`src/rtl/stm_ram.sv`:
```
`timescale 1ns / 1ps
// ----------------------------------------------------------------------------
// stm_ram
// Generic single write, single read RAM with registered read data.
// ----------------------------------------------------------------------------
module stm_ram #(
    parameter int WIDTH = 8,
    parameter int DEPTH = 64,
    parameter int AW    = (DEPTH > 1) ? $clog2(DEPTH) : 1
) (
    input  logic             clk,
    input  logic             we,
    input  logic [AW-1:0]    waddr,
    input  logic [WIDTH-1:0] wdata,
    input  logic             re,
    input  logic [AW-1:0]    raddr,
    output logic [WIDTH-1:0] rdata
);

    logic [WIDTH-1:0] mem [DEPTH];
    logic [WIDTH-1:0] rdata_reg;

    always_ff @(posedge clk)
    begin
        if (we)
        begin
            mem[waddr] <= wdata;
        end
        if (re)
        begin
            rdata_reg <= mem[raddr];
        end
    end

    assign rdata = rdata_reg;

endmodule

```
`config.mk`:
```
export PLATFORM = sky130hd
export DESIGN_NAME = stm_ram
export DESIGN_NICKNAME = d
export VERILOG_FILES = /design/src/rtl/stm_ram.sv
export SDC_FILE = /design/constraint.sdc
export NUM_CORES = 1
export LEC_CHECK = 0
export ABC_AREA = 1
export BUFFER_PORTS_ARGS = -buffer_cell sky130_fd_sc_hd__buf_2
export CORE_MARGIN = 10
export CORE_UTILIZATION = 57
export CTS_BUF_LIST = sky130_fd_sc_hd__clkbuf_16
export CTS_CLUSTER_DIAMETER = 120
export DETAILED_ROUTE_END_ITERATION = 12
export MAX_ROUTING_LAYER = met4
export PLACE_DENSITY = 0.76
export SLEW_MARGIN = 20
export SYNTH_ARGS = -nofsm -noshare
export SYNTH_HDL_FRONTEND = slang
export SYNTH_SLANG_ARGS = --single-unit
```
`constraint.sdc`:
```
create_clock -name clk -period 1.65 [get_ports clk]
set_input_delay 0 -clock clk [delete_from_list [all_inputs] [get_ports clk]]
set_output_delay 0 -clock clk [all_outputs]
set_load 0.005 [all_outputs]
```
==> results of run 1 <==
worst max-delay path, stage by stage:
cell	delay [ns]
dlygate4sd3_1	0.54
buf_2	0.18
inv_1	0.20
nand4_1	0.33
buf_4	0.29
nor2_1	0.09
buf_4	0.22
placed cells by master, fill, tap and decap left out:
master         synthesis  routed
buf_4                 14     107
bufinv_16              0       3
inv_1                 10      18
buf_12                 0      21
nand2_1              648     648
dlygate4sd3_1          0       6
clkinv_4               0       1
buf_2                 37      28
nand3_1              439     439
clkinvlp_4             0       2
inv_4                  0       1
clkinv_2               0      10
clkinv_1               0      10
buf_6                 35       1
nor2_1                56      56
inv_2                  1       1
edfxtp_1             520     520
diode_2                0       1
clkbuf_16              0      51
nand4_1                9       9
inv_6                  1       4
nor4_1                 8       8
stage by stage:
| stage | cell area, µm² | setup TNS [ns] | setup slack [ns] | total power [µW] |
|---|---|---|---|---|
| final | 24200 | 0 | 0.0705 | 27300 |
| after global routing | 24200 | 0 | 0.0250 | 28200 |
| after global placement | 22600 | -0.0693 | -0.0432 | 16700 |
| after floorplan | 21400 | -7.43 | -0.116 | 16000 |
| after CTS | 24200 | 0 | 0.124 | 27400 |
| after detailed placement | 22600 | -0.202 | -0.0974 | 16800 |
repair_timing:
action	in CTS	in global routing
hold buffers	6	0
buffers inserted	0	0
endpoints found under the hold margin	78	0
final timing paths:
| path | start | to | slack [ns] | cells after the start |
|---|---|---|---|---|
| setup / recovery | waddr[1] | mem[21][0] | 0.07 | 7 |
| hold / removal | waddr[2] | mem[48][7] | 0.04 | 3 |
| setup reg to reg | mem[57][1] | rdata[1] | 0.11 | 8 |
| hold reg to reg | mem[20][2] | rdata[2] | 0.88 | 8 |
power by group:
group | internal (µW) | switching [µW] | total, µW | leakage [µW]
registers | 14700 | 36.9 | 14700 | 0.00469
clock network | 6060 | 4780 | 10800 | 0.000792
logic | 517 | 1300 | 1820 | 0.00346
final cells by class:
| class | instances | share of cell area |
|---|---|---|
| Timing Repair Buffer | 163 | 0.0593 |
| Clock buffer | 51 | 0.0527 |
| Inverter | 12 | 0.00217 |
| Clock inverter | 38 | 0.0108 |
| Antenna cell | 1 | 0.000103 |
| Sequential cell | 520 | 0.645 |
| Tap cell | 504 | 0.0260 |
| Multi-Input combinational cell | 1160 | 0.204 |
cells by family after synthesis:
logic type | Yosys count | synth area share
buffers and inverters | 125 | 0.0401
DFF | 520 | 0.729
and+or+nand+nor | 1160 | 0.231
per-layer routing:
layer | routed length, µm | GRT usage | up-vias
met5 | 0 | - | -
met3 | 5060 | 0.0334 | 104
met1 | 21800 | 0.344 | 6895
met4 | 1530 | 0.0853 | 0
li1 | - | - | 6562
met2 | 25000 | 0.366 | 771
==> results.md, run 1 <==
* Synth top area cells: edfxtp_1 73%, nand2_1 11%, nand3_1 10%, buf_6 1.8%, nor2_1 0.98%
* Max VDD drop at a little over 800 µV
* Chip width at 214 µm
* Post-synth EDFFs at 520
* Share of flip-flops with an asynchronous set or reset at 0
* Clock Skew at between 0.01 and 0.015 ns
* Yosys top cell by area: edfxtp_1
* Antenna Nets Post-Route at 0
* Fmax at approximately 630 MHz
* Syn avg cell area at 11.9 µm²
* Non-Filler Instances at between 2000 and 2500
* Clk buf depth at 3
* Final Core Density at 0.657
* Number of global-route vias before repair at approximately 14000
* Clock buffer count from CTS at a little over 50
* Net Count, Synth at ~1800
* Largest net degree at the start of global routing at 96
* Post-Syn Area at 21400 µm²
* Relative slew slack at 0.441
* Tcrit/Tclk final at 0.957
* Placer Congestion at roughly 0.9
* Register area at ~16000 µm²
* CTS tree: yes
* IO Count at 31
* Initial antenna violation count at 2
* Period minus WS final at 1.58 ns
* Max Slew Vio Count at 0
* Critical path class: input port to flip-flop
* Placeable Area at approximately 37000 µm²
* Crit path capture type: flip-flop
* DRC viols at 0
* Height of the die at between 200 and 250 µm
* # fillers at ~2700
* Share of layout cells above drive strength 1 at 0.118
* Gr ovfl total at 0
* Yosys top cell area share at 0.729
* Row cnt at 70
* First-pass GRT wire length at 82800 µm
* GR Util All Layers at 0.246
* Number of port buffers at 30
* # resized after CTS at 0
* Layout area overhead at 13.1%
* RSZ-0062 raised after global routing: false
* Initial DRT Pass Iterations at 6
* Leak at slightly below 0.009 µW
* Post-synth cell types at 15
* Count leader, synth: nand2_1
* HP Class: input port to flip-flop
* Synth warnings at 0
* Post-Synthesis Cells at 1805
* Final Setup Violations at 0
* Main synth FF type: edfxtp_1
* Actual slew at the worst max-slew pin at between 0.8 and 0.9 ns
* Worst-path clk slew at ~0.06 ns
* Die area at around 46000 µm²
* Area of the multi-input gates at 4950 µm²
* PwrDens at between 1000 and 1500 nW/µm²
* Worst EP arrival at between 1.5 and 2 ns
* Hold Violations, Final at 0
* Clk sink count at 520
* Final nets at 1931
* Worst setup SP type: input port
* Max cap viols at 0
* Worst Path Required at between 1.5 and 2 ns
* Via count at around 14000
* Initial drt markers at approximately 1900
* Post-synth top cells: 648 x nand2_1, 520 x edfxtp_1, 439 x nand3_1
* Cell count after placement at around 2400
* Drt wl/cell at 21.8 µm
* HPWL Detailed at roughly 32000 µm
* Total wire length at approximately 53000 µm
* Later-pin clock latency in the skew report at around 0.6 ns
* Hold slack at a little under 0.04 ns
* FF+latch count, synth at 520
* Initial Utilization at 0.581
* Root Driver: clkbuf_16
* CP Max Fanout at 9
* Status: complete, no violations
* Vias/cell at just under 6
* CTS H-tree depth at 2
* Sequential-to-total area share from yosys stat at 0.729
* Largest register FFs at 512
(Power assumes the default switching activity.)
==> run 2, diff against run 1 <==
Settings changed: ABC_AREA 1 to 0, CORE_UTILIZATION 57 to 56, PLACE_DENSITY 0.76 to 0.75.
==> results.md, run 2 <==
* Total wire length at around 47000 µm
* Reg-to-reg startpoint: mem[21][4]
* Met3 WL at between 4000 and 5000 µm
* HPWL Detailed at about 29000 µm
* Slowest cell delay on critical path at approximately 0.48 ns
* Met2 WL at ~23000 µm
* Hold slack at 0.00446 ns
* Row cnt at approximately 70
* Actual slew at the worst max-slew pin at 0.761 ns
* Initial Utilization at 0.568
* Clk sink count at 520
* Root Driver: clkbuf_16
* Initial DRT Pass Iterations at 5
* Fin area at between 20000 and 25000 µm²
* Max VDD drop at 1350 µV
* CP Max Fanout at 1
* Clock buffer count from CTS at 50
* Synth warnings at 0
* Drt wl/cell at 28.6 µm
* FF+latch count, synth at 520
* Largest net degree at the start of global routing at 65
* CP top delay family: multiplexers
* Critical path class: flip-flop to flip-flop
* Post-synth EDFFs at 520
* Worst setup SP type: flip-flop
* Post-synth cell types at 39
* Reg-to-reg endpoint: rdata[4]
* Die area at approximately 44000 µm²
* Count leader, synth: edfxtp_1
* Failing checks: negative setup slack
* Most frequent cells in the layout: 520 x edfxtp_1, 150 x buf_4, 126 x mux4_2
* Hold Violations, Final at 0
* Commonest non-fill, non-tap cell in the layout: edfxtp_1
* Top sig layer: met4
* Post-synth top cells: 520 x edfxtp_1, 126 x mux4_2, 83 x nor2_1
* Tcrit/Tclk final at 1.20
* Worst Hold Endpoint: mem[11][5]
* DRC viols at 0
* Yosys top cell by area: edfxtp_1
* HP Class: input port to flip-flop
* Number of port buffers at 30
* Synth top area cells: edfxtp_1 77%, mux4_2 14%, nor2_1 1.5%, mux2i_1 1.1%, mux2_2 0.72%
* Gr ovfl total at 0
* Worst Hold Path Cells at 1
* Later-pin clock latency in the skew report at about 0.57 ns
* Post-CTS setup repair buffer count at 0
* Net Count, Synth at slightly below 1000
* Placeable Area at 35700 µm²
* Fmax at 504 MHz
* CTS tree: yes
* Main synth FF type: edfxtp_1
* Area after DPL at about 22000 µm²
* Share of layout cells above drive strength 1 at 0.354
* Leak at 0.00779 µW
* R2R depth at 5
* Layout area overhead at 17.1%
* Reg2reg setup slack at -0.33 ns
* Initial drt markers at 1196
* Syn avg cell area at 21.5 µm²
* Height of the die at ~210 µm
* Max cap viols at 0
* IO Count at 31
* Initial antenna violation count at 3
* Status: finished with violations
* Worst EP arrival at about 2.3 ns
* Period minus WS final at about 2.0 ns
* Via count at around 10000
* Slowest stage cell, crit path: mux4_2
* Clk buf depth at 3
* Worst-path cell chain: mux4_2, mux2_4, o221a_4, nor3_4, o32ai_1
* Relative slew slack at 0.492
* CTS H-tree depth at 2
* Post-Synthesis Cells at 940
* Yosys top cell area share at 0.771
* Number of global-route vias before repair at roughly 11000
* Final nets at 1151
* PwrDens at 1150 nW/µm²
* Non-Filler Instances at about 1600
* Clock Skew at just over 0.02 ns
* Placer Congestion at approximately 0.85
* GR Util All Layers at 0.218
* Cell count after placement at roughly 1500
* Worst path bufs/invs at 0
* First-pass GRT wire length at approximately 70000 µm
* Hold path startpoint: wdata[5]
* Worst-path clk slew at ~0.060 ns
* Chip width at around 210 µm
* Crit path capture type: flip-flop
* Setup WS post-layout at -0.333 ns
* Antenna Nets Post-Route at 0
* Final Setup Violations at 8
* Worst Path Required at around 2 ns
* Sequential-to-total area share from yosys stat at 0.771
* Share of flip-flops with an asynchronous set or reset at 0
* Post-Syn Area at just over 20000 µm²
* RSZ-0062 raised after global routing: true
* Largest register FFs at 512
* Max Slew Vio Count at 0
* Sum of routed wire segments on met1 at roughly 18000 µm
* Vias/cell at 6.38
[run 2: cell count changes after synthesis, moves of 10 or more]
cell	delta
nand2_1	-629
nand3_1	-426
mux4_2	+126
buf_6	-31
nor2_1	+27
buf_2	-26
mux2i_1	+23
nor2b_1	+14
mux2_2	+13
inv_1	-10
[run 2: cell type report]
class / instances / area, µm²
clock inverters: 38 / 305
multi-input cells: 369 / 4460
diodes: 3 / 7.51
clock buffers: 51 / 1280
well taps: 461 / 577
flip-flops and latches: 520 / 15600
repair buffers: 187 / 1480
fillers: 2176 / 11900
[run 2: metal layers]
layer / global-route usage / vias to the layer above
met5: - / -
met4: 0.0742 / 0
met3: 0.0412 / 101
met2: 0.342 / 587
met1: 0.286 / 5402
li1: - / 4308
[run 2: repair_timing]
item | CTS | global route
gates resized for setup | 18 | 7
hold buffers | 4 | 0
endpoints found under the hold margin | 38 | 0
pin swaps | 6 | 2
endpoints found under the setup margin | 8 | 8
[run 2: power by group]
group	switching (µW)	leakage [µW]	internal (µW)	total [µW]
Clock	4660	0.000813	6360	11000
Sequential	44.5	0.00469	14700	14700
Combinational	896	0.00229	653	1550
[run 2: cells by family after synthesis]
family,synth area share
and+or+nand+nor,0.0337
muxes,0.159
AOI/OAI and AO/OA,0.0206
DFF,0.771
buffers and inverters,0.0156
[run 2: worst max-delay path by stage]
stage	start	to	slack [ns]	cells after the start
after global placement	raddr[0]	rdata[6]	-0.51	7
after floorplan	mem[21][4]	rdata[4]	-0.14	5
final	mem[21][4]	rdata[4]	-0.33	5
after detailed placement	raddr[0]	rdata[6]	-0.52	7
after CTS	mem[21][4]	rdata[4]	-0.31	5
after global routing	mem[17][6]	rdata[6]	-0.37	5
[run 2: metrics by stage]
step                       util  setup WS (ns)  power [µW]  TNS (ns)
after floorplan               -         -0.138       15800    -0.709
after global placement    0.616         -0.506       16400     -3.28
after detailed placement  0.616         -0.518       16400     -3.46
after CTS                 0.664         -0.308       27400     -2.15
after global routing      0.665         -0.369       28100     -2.52
final                     0.665         -0.333       27300     -2.24
