`config.mk`:
```
export PLATFORM = sky130hd
export DESIGN_NAME = stm_cell
export DESIGN_NICKNAME = d
export VERILOG_FILES = /design/src/rtl/stm_pkg.sv /design/src/rtl/stm_cell.sv
export SDC_FILE = /design/constraint.sdc
export NUM_CORES = 1
export LEC_CHECK = 0
export ABC_AREA = 1
export BUFFER_PORTS_ARGS = -buffer_cell sky130_fd_sc_hd__buf_2
export CORE_AREA = 5 5 176 178
export CTS_CLUSTER_SIZE = 30
export DETAILED_ROUTE_END_ITERATION = 7
export DIE_AREA = 0 0 181 183
export GPL_TIMING_DRIVEN = 0
export HOLD_SLACK_MARGIN = 0.15
export PLACE_DENSITY = 0.52
export SLEW_MARGIN = 20
export SYNTH_ARGS = -nofsm -noshare
export SYNTH_HDL_FRONTEND = slang
export SYNTH_SLANG_ARGS = --single-unit
```
`constraint.sdc`:
```
create_clock -name clk -period 0.8 [get_ports clk]
set_input_delay 0 -clock clk [delete_from_list [all_inputs] [get_ports clk]]
set_output_delay 0 -clock clk [all_outputs]
set_load 0.01 [all_outputs]
```
`src/rtl/stm_pkg.sv`:
```
`timescale 1ns / 1ps
// ----------------------------------------------------------------------------
// stm_pkg
// Shared types and constants of the software timer manager.
// ----------------------------------------------------------------------------
package stm_pkg;

    localparam int MAX_TIMERS_DEF = 64;
    localparam int INDEX_BITS_DEF = 16;
    localparam int COUNT_W        = 7;
    localparam int STACK_W        = 6;
    localparam int STATUS_W       = 3;
    localparam int ACTION_W       = 3;
    localparam int S_TDATA_W      = 200;
    localparam int M_TDATA_W      = 176;

    localparam logic [ACTION_W-1:0] ACT_TICK    = 3'd0;
    localparam logic [ACTION_W-1:0] ACT_SET     = 3'd1;
    localparam logic [ACTION_W-1:0] ACT_KILL    = 3'd2;
    localparam logic [ACTION_W-1:0] ACT_QUERY   = 3'd3;
    localparam logic [ACTION_W-1:0] ACT_RESTART = 3'd4;

    localparam logic [STATUS_W-1:0] ST_OK        = 3'd0;
    localparam logic [STATUS_W-1:0] ST_NO_SLOT   = 3'd1;
    localparam logic [STATUS_W-1:0] ST_BAD_INDEX = 3'd2;
    localparam logic [STATUS_W-1:0] ST_NOT_RUN   = 3'd3;
    localparam logic [STATUS_W-1:0] ST_OWNER     = 3'd4;

    typedef struct packed {
        logic        running;
        logic        periodic;
        logic [31:0] expiry;
        logic [31:0] duration;
        logic [31:0] owner;
        logic [31:0] ttype;
        logic [63:0] value;
        logic [31:0] handle;
    } slot_rec_t;

endpackage

```
`src/rtl/stm_cell.sv`:
```
`timescale 1ns / 1ps
// ----------------------------------------------------------------------------
// stm_cell
// One timer slot record in the circulating ring of slots.
// ----------------------------------------------------------------------------
module stm_cell #(
    parameter int IDX = 0
) (
    input  logic              clk,
    input  logic              rst_n,
    input  logic              init,
    input  logic              shift,
    input  stm_pkg::slot_rec_t d,
    output stm_pkg::slot_rec_t q
);

    logic               running_reg;
    logic [31:0]        handle_reg;
    stm_pkg::slot_rec_t data_reg;

    always_ff @(posedge clk or negedge rst_n)
    begin
        if (!rst_n)
        begin
            running_reg <= 1'b0;
            handle_reg  <= 32'(IDX);
        end
        else if (init)
        begin
            running_reg <= 1'b0;
            handle_reg  <= 32'(IDX);
        end
        else if (shift)
        begin
            running_reg <= d.running;
            handle_reg  <= d.handle;
        end
    end

    always_ff @(posedge clk)
    begin
        if (shift && !init)
        begin
            data_reg <= d;
        end
    end

    always_comb
    begin
        q         = data_reg;
        q.running = running_reg;
        q.handle  = handle_reg;
    end

endmodule

```
==> results of run 1 <==
-- per-layer routing --
metal | part of all wire | vias to the layer above | routed length [um]
li1 | - | 2737 | -
met3 | 0.082 | 45 | 2070
met2 | 0.53 | 283 | 13300
met4 | 0.023 | 0 | 582
met5 | 0 | - | 0
met1 | 0.37 | 2779 | 9370
-- cells by family (layout without fill, tap and decap cells) --
logic type,after synthesis,in the layout,share of synthesized area
and+or+nand+nor,101,101,0.0632
buffers and inverters,13,767,0.0126
DFF,226,226,0.924
-- power breakdown --
part / total, mW / internal (mW) / leakage, nW / switching [mW]
Combinational: 3.52 / 1.96 / 3.36 / 1.55
Clock: 11.3 / 6.76 / 0.398 / 4.52
Sequential: 13.9 / 13.7 / 2.25 / 0.245
-- worst max-delay path by stage --
stage          start  endpoint  slack [ns]  cells past startpoint
6_report       q[83]     q[83]       -0.29                      1
5_1_grt        q[83]     q[83]       -0.35                      1
3_5_place_dp   shift    q[120]       -0.80                      6
3_3_place_gp   shift    q[145]       -4.07                      4
2_1_floorplan  shift    q[100]       -2.73                      4
4_1_cts        q[83]     q[83]       -0.35                      1
-- cell usage in the layout (no fill, tap or decap), types with 5 or more instances in the layout --
cell type	netlist	routed
nand3_1	33	33
clkinv_1	0	5
buf_2	6	424
nand2_2	10	10
buf_6	4	37
buf_4	1	19
edfxtp_1	193	193
nand2_1	56	56
buf_16	0	5
dlygate4sd3_1	0	230
dfrtp_1	33	33
clkbuf_16	0	27
-- through the flow --
step           hold slack, ns  power [mW]  area (sq um)
6_report               -0.148        28.7         13600
5_1_grt                -0.149        29.9         13600
4_1_cts                0.0798        29.0         13400
3_5_place_dp            0.108        16.5         10100
3_3_place_gp            0.117        16.4          9940
2_1_floorplan          -0.296        14.9          7180
-- repair_timing --
item | CTS | global route
pin swaps | 1 | 0
endpoints found under the setup margin | 411 | 256
endpoints found under the hold margin | 296 | 39
setup buffers | 12 | 7
hold buffers | 231 | 1
gates resized for setup | 21 | 25
-- cell usage after synthesis --
master and instances:
inv_2 1, nand3_1 33, dfrtp_1 33, edfxtp_1 193, buf_6 4, inv_1 1, nand2_1 56, nor2_1 1
nor2_4 1, buf_4 1, buf_2 6, nand2_2 10
-- area by class of cell --
cell class	count	share of cell area
Buffer	10	0.00662
Clock buffer	31	0.0508
Inverter	2	0.000736
Tap cell	390	0.0359
Sequential cell	226	0.487
Clock inverter	13	0.00883
Timing Repair Buffer	711	0.377
Multi-Input combinational cell	101	0.0339
==> reports/results.ini, run 1 <==
[outcome]
outcome=finished, violations left
violations=hold timing, setup timing

[floorplanning]
core-area_sq_um=29200
die_w_um=181
initial_core_util=0.245
dieHeight_um=183
ios=456
num_rows=63
dieArea_sq_um=33100

[timing]
finalClockSkew_ns=0
finalMaxSlewViolations=0
fin_tns_setup_ns=-50.66
finalWorstSetupSlack_ns=-0.289
timing.final.hold_violations=18
post-route-period-util=1.36
setup_viol=226
min_period_ns=1.09
fmax_mhz=918
fin_hold_ws_ns=-0.148
slew_headroom=0.494
worstMarginPinSlew_ns=0.759
rsz0062_at_grt=true

[routing]
drc=0
ant_nets=0
post_drt_wl_per_cell_um=17.1
vias_per_cell=3.94
totalWireLength_um=25300
vias=5844
dr.first_iter.drc_count=185
first_pass_iters=4

[cells_and_area]
areaGrowthSynthToFinish_pct=89.9
n_antenna_cell=0
largest_reg_flops=193
regArea_sq_um=6620
instances_no_fill=1484
final_net_count=1308
multi_input_area_sq_um=460
drive_above_1_share=0.494
fillers=2549
fin_util=0.465

[worst_setup_path]
crit_chain=buf_6
endpoint_kind=primary output
path_max_fanout=1
slowest_stage=edfxtp_1
ff2ff_path_depth=3
rr_endpoint=handle_reg[3]
crit_family=flip-flops
max_stage_delay_ns=0.42
crit_buf_inv=1
arrival_ns=1.09
r2r_start=handle_reg[3]
worstSetupPathType=flop to primary output
r2r_setup_slack_ns=0.05
startpoint_type=flop
cp.required_ns=0.80

[pwr]
powerDensity_nw_per_um2=2110
ir_worst_vdd_v=0.00115
leakage_nw=6.01

[clock_tree]
cts_num_sinks=226
cts_buffers=26
cts_buffer_depth=3
htreeDepth=1
clk_latency_ns=0.51
cts_tree=done
root_buffer=clkbuf_16
clk_pin_slew_worst_paths_ns=0.06

[synth]
yosys.area.top_type=edfxtp_1
ys_types=12
synth_area_per_cell_sq_um=21.1
syn_inst=340
netlist.area_leader.share=0.809
netlist_area_sq_um=7160
yosys_warnings=0
syn_nets=570
netlist_top_cells_area=edfxtp_1 (81%), dfrtp_1 (12%), nand2_1 (2.9%)
yosysSeqAreaShare=0.924
synth-seq-cells=226

[grt]
grtUsageTotal=0.142
grt_max_degree=34
gr-usage-met3=0.0430
antenna_found_initial=0
grt_pass1_vias=6428
grtUsageMet1=0.163
gr-usage-met2=0.261
grt_pass1_wl_um=37500
top_usage_layer=met2
grt.overflow.total=0

[placement]
pre_cts_ws_ns=-0.797
routabilityCongestion=0.786
io_buffers=454
post-dp-hpwl_um=17300
numPlacedInstances=1192

[worst_hold_path]
hold_class=input pin to flop
min_path_cells=4
min-delay-start=init
hold_path_end=handle_reg[0]

[flow_run]
cap_violations=0

Power figures use the tool's default switching activity.
==> run 2: changes to the inputs <==
- PLACE_DENSITY: 0.52 -> default
- PLACE_DENSITY_LB_ADDON: default -> 0.12
==> run 2 against run 1 <==
Against the previous run: core utilization increased by 1.0 points; first-iteration DRC count increased by 27%; critical path depth unchanged; highest routed layer unchanged; combinational power increased by 5%; final cell count increased by 1.4%; final area increased by 2.2%; setup slack improved by 0.0043 ns; hold slack got worse by 0.094 ns; clock power about the same; clock-buffer cell count increased by 5; critical endpoint is now q[21]; the flow still finishes with violations (hold timing, setup timing); sequential share of layout area decreased by 1.0 points.
==> reports/results.ini, run 2 (synthesis results as in run 1) <==
[routing]
ant_nets=0  ; unchanged
totalWireLength_um=26400  ; +4.4%
wl_met1_um=9810  ; +4.7%
first_pass_iters=5  ; +1
vias_per_cell=3.90  ; -1.1%
drc=0  ; unchanged
vias=5864  ; +0.34%
highest_layer=met4
wl_met2_um=13800  ; +3.9%
dr.first_iter.drc_count=235  ; +27%
post_drt_wl_per_cell_um=17.6  ; +3.0%
wl_met3_um=2100  ; +1.7%

[worst_setup_path]
arrival_ns=1.08  ; about the same
crit_buf_inv=1  ; unchanged
endpoint_kind=primary output
crit_chain=buf_6
slowest_stage=dfrtp_1
crit_family=flip-flops
max_stage_delay_ns=0.41  ; about the same
worstSetupPathType=flop to primary output
cp.required_ns=0.80  ; about the same
startpoint_type=flop
path_max_fanout=2  ; +1

[outcome]
outcome=finished, violations left
violations=hold timing, setup timing

[timing]
rsz0062_at_grt=true
fin_hold_ws_ns=-0.241  ; -0.0936 ns
min_period_ns=1.08  ; -0.00426 ns
slew_headroom=0.479  ; -0.0146
worstMarginPinSlew_ns=0.781  ; +0.0218 ns
finalClockSkew_ns=0  ; unchanged
fin_tns_setup_ns=-56.04  ; -5.38 ns
timing.final.hold_violations=23  ; +5
fmax_mhz=922  ; +0.39%
finalWorstSetupSlack_ns=-0.285  ; +0.00426 ns
post-route-period-util=1.36  ; -0.00533
setup_viol=241  ; +6.6%
finalMaxSlewViolations=0  ; unchanged

[floorplanning]
ios=456  ; unchanged
die_w_um=181  ; unchanged
core-area_sq_um=29200  ; unchanged
dieArea_sq_um=33100  ; unchanged
initial_core_util=0.245  ; unchanged
dieHeight_um=183  ; unchanged
num_rows=63  ; unchanged

[worst_hold_path]
hold_class=input pin to flop

[cells_and_area]
areaGrowthSynthToFinish_pct=94.0
final_net_count=1323  ; +1.1%
largest_reg_flops=193  ; unchanged
most-common-layout-cells=buf_2 (421), dlygate4sd3_1 (230), edfxtp_1 (193)
final_area_sq_um=13900  ; +2.2%
drive_above_1_share=0.497  ; +0.00371
final_common_cell=buf_2
instances_no_fill=1505  ; +1.4%

[pwr]
p_sw_frac=0.228  ; +0.00837
leakage_nw=6.15  ; +2.3%
power_frac_comb=0.127  ; +0.004
ir_worst_vdd_v=0.00135  ; +18%
powerDensity_nw_per_um2=2090  ; -0.85%
pwr-share-clk=0.396  ; +0.003
seq_power_share=0.477  ; -0.008
internal-power_mw=22.4  ; +0.23%
p_sw_mw=6.64  ; +5.2%

[grt]
grt_pass1_wl_um=38800  ; +3.4%
grt.overflow.total=0  ; unchanged
grt_max_degree=34  ; unchanged
grtUsageTotal=0.151  ; +0.00890
antenna_found_initial=1  ; +1
grt_pass1_vias=6185  ; -3.8%

[clock_tree]
cts_tree=done
cts_buffers=27  ; +3.8%
root_buffer=clkbuf_16
clk_latency_ns=0.53  ; +0.02 ns
htreeDepth=1  ; unchanged
clk_pin_slew_worst_paths_ns=0.06  ; about the same
cts_buffer_depth=3  ; unchanged
cts_num_sinks=226  ; unchanged

[placement]
io_buffers=454  ; unchanged
post-dp-hpwl_um=18900  ; +9.1%
routabilityCongestion=0.755  ; -4.0%
dpl_cell_area_sq_um=10200  ; +0.20%
numPlacedInstances=1193  ; +0.084%

[flow_run]
cap_violations=0  ; unchanged

==> run 2: what timing repair did <==
item	in CTS	in global routing
endpoints found under the hold margin	277	58
hold buffers	231	3
cloned	4	0
pin swaps	1	1
setup buffers	16	16
setup endpoints to repair	334	268
gates resized for setup	43	19
==> run 2: area by class of cell <==
cell class	instances	area, sq um
inverters	2	10.0
multi-input cells	101	460
well taps	390	488
clock buffers	36	719
diodes	1	2.50
repair buffers	726	5400
fillers	2617	15300
clock inverters	14	113
flip-flops and latches	226	6620
plain buffers	9	81.3
==> run 2: final timing paths <==
| path | cells after the start | slack, ns | end | startpoint |
|---|---|---|---|---|
| worst max-delay path | 1 | -0.28 | q[21] | handle_reg[21] |
| worst min-delay path | 3 | -0.24 | handle_reg[30] | shift |
| worst max register to register | 3 | 0.05 | handle_reg[11] | handle_reg[11] |
| worst min register to register | 2 | 0.50 | handle_reg[0] | handle_reg[0] |
| max in group asynchronous | 2 | 0.21 | handle_reg[15] | rst_n |
| min in group asynchronous | 2 | 0.08 | running_reg | rst_n |
==> run 2: per-layer routing <==
metal  vias up  GRT usage
met4         0     0.0420
met5         -          0
li1       2786          -
met3        39     0.0460
met2       264      0.274
met1      2775      0.174
==> run 2: power groups by stage <==
stage | Sequential (mW) | Clock, mW | Combinational [mW]
5_1_grt | 13.9 | 12.4 | 3.97
3_5_place_dp | 14.1 | 0 | 2.46
6_report | 13.9 | 11.5 | 3.70
4_1_cts | 13.9 | 11.9 | 3.66
2_1_floorplan | 14.6 | 0 | 0.328
3_3_place_gp | 14.1 | 0 | 2.32
==> run 2: stage by stage <==
stage	util	power (mW)	worst slack, ns	hold WS, ns
final	0.475	29.1	-0.285	-0.241
after CTS	0.469	29.4	-0.325	-0.244
after global routing	0.475	30.3	-0.341	-0.250
after floorplan	-	14.9	-2.73	-0.296
after global placement	0.340	16.5	-4.25	0.134
after detailed placement	0.347	16.5	-0.961	0.125
==> run 2: worst reg2reg max path: cells and delay by family (launching register included) <==
family / cells / cell delay (ns)
DFF: 1 / 0.40
and+or+nand+nor: 2 / 0.09
buffers and inverters: 1 / 0.14
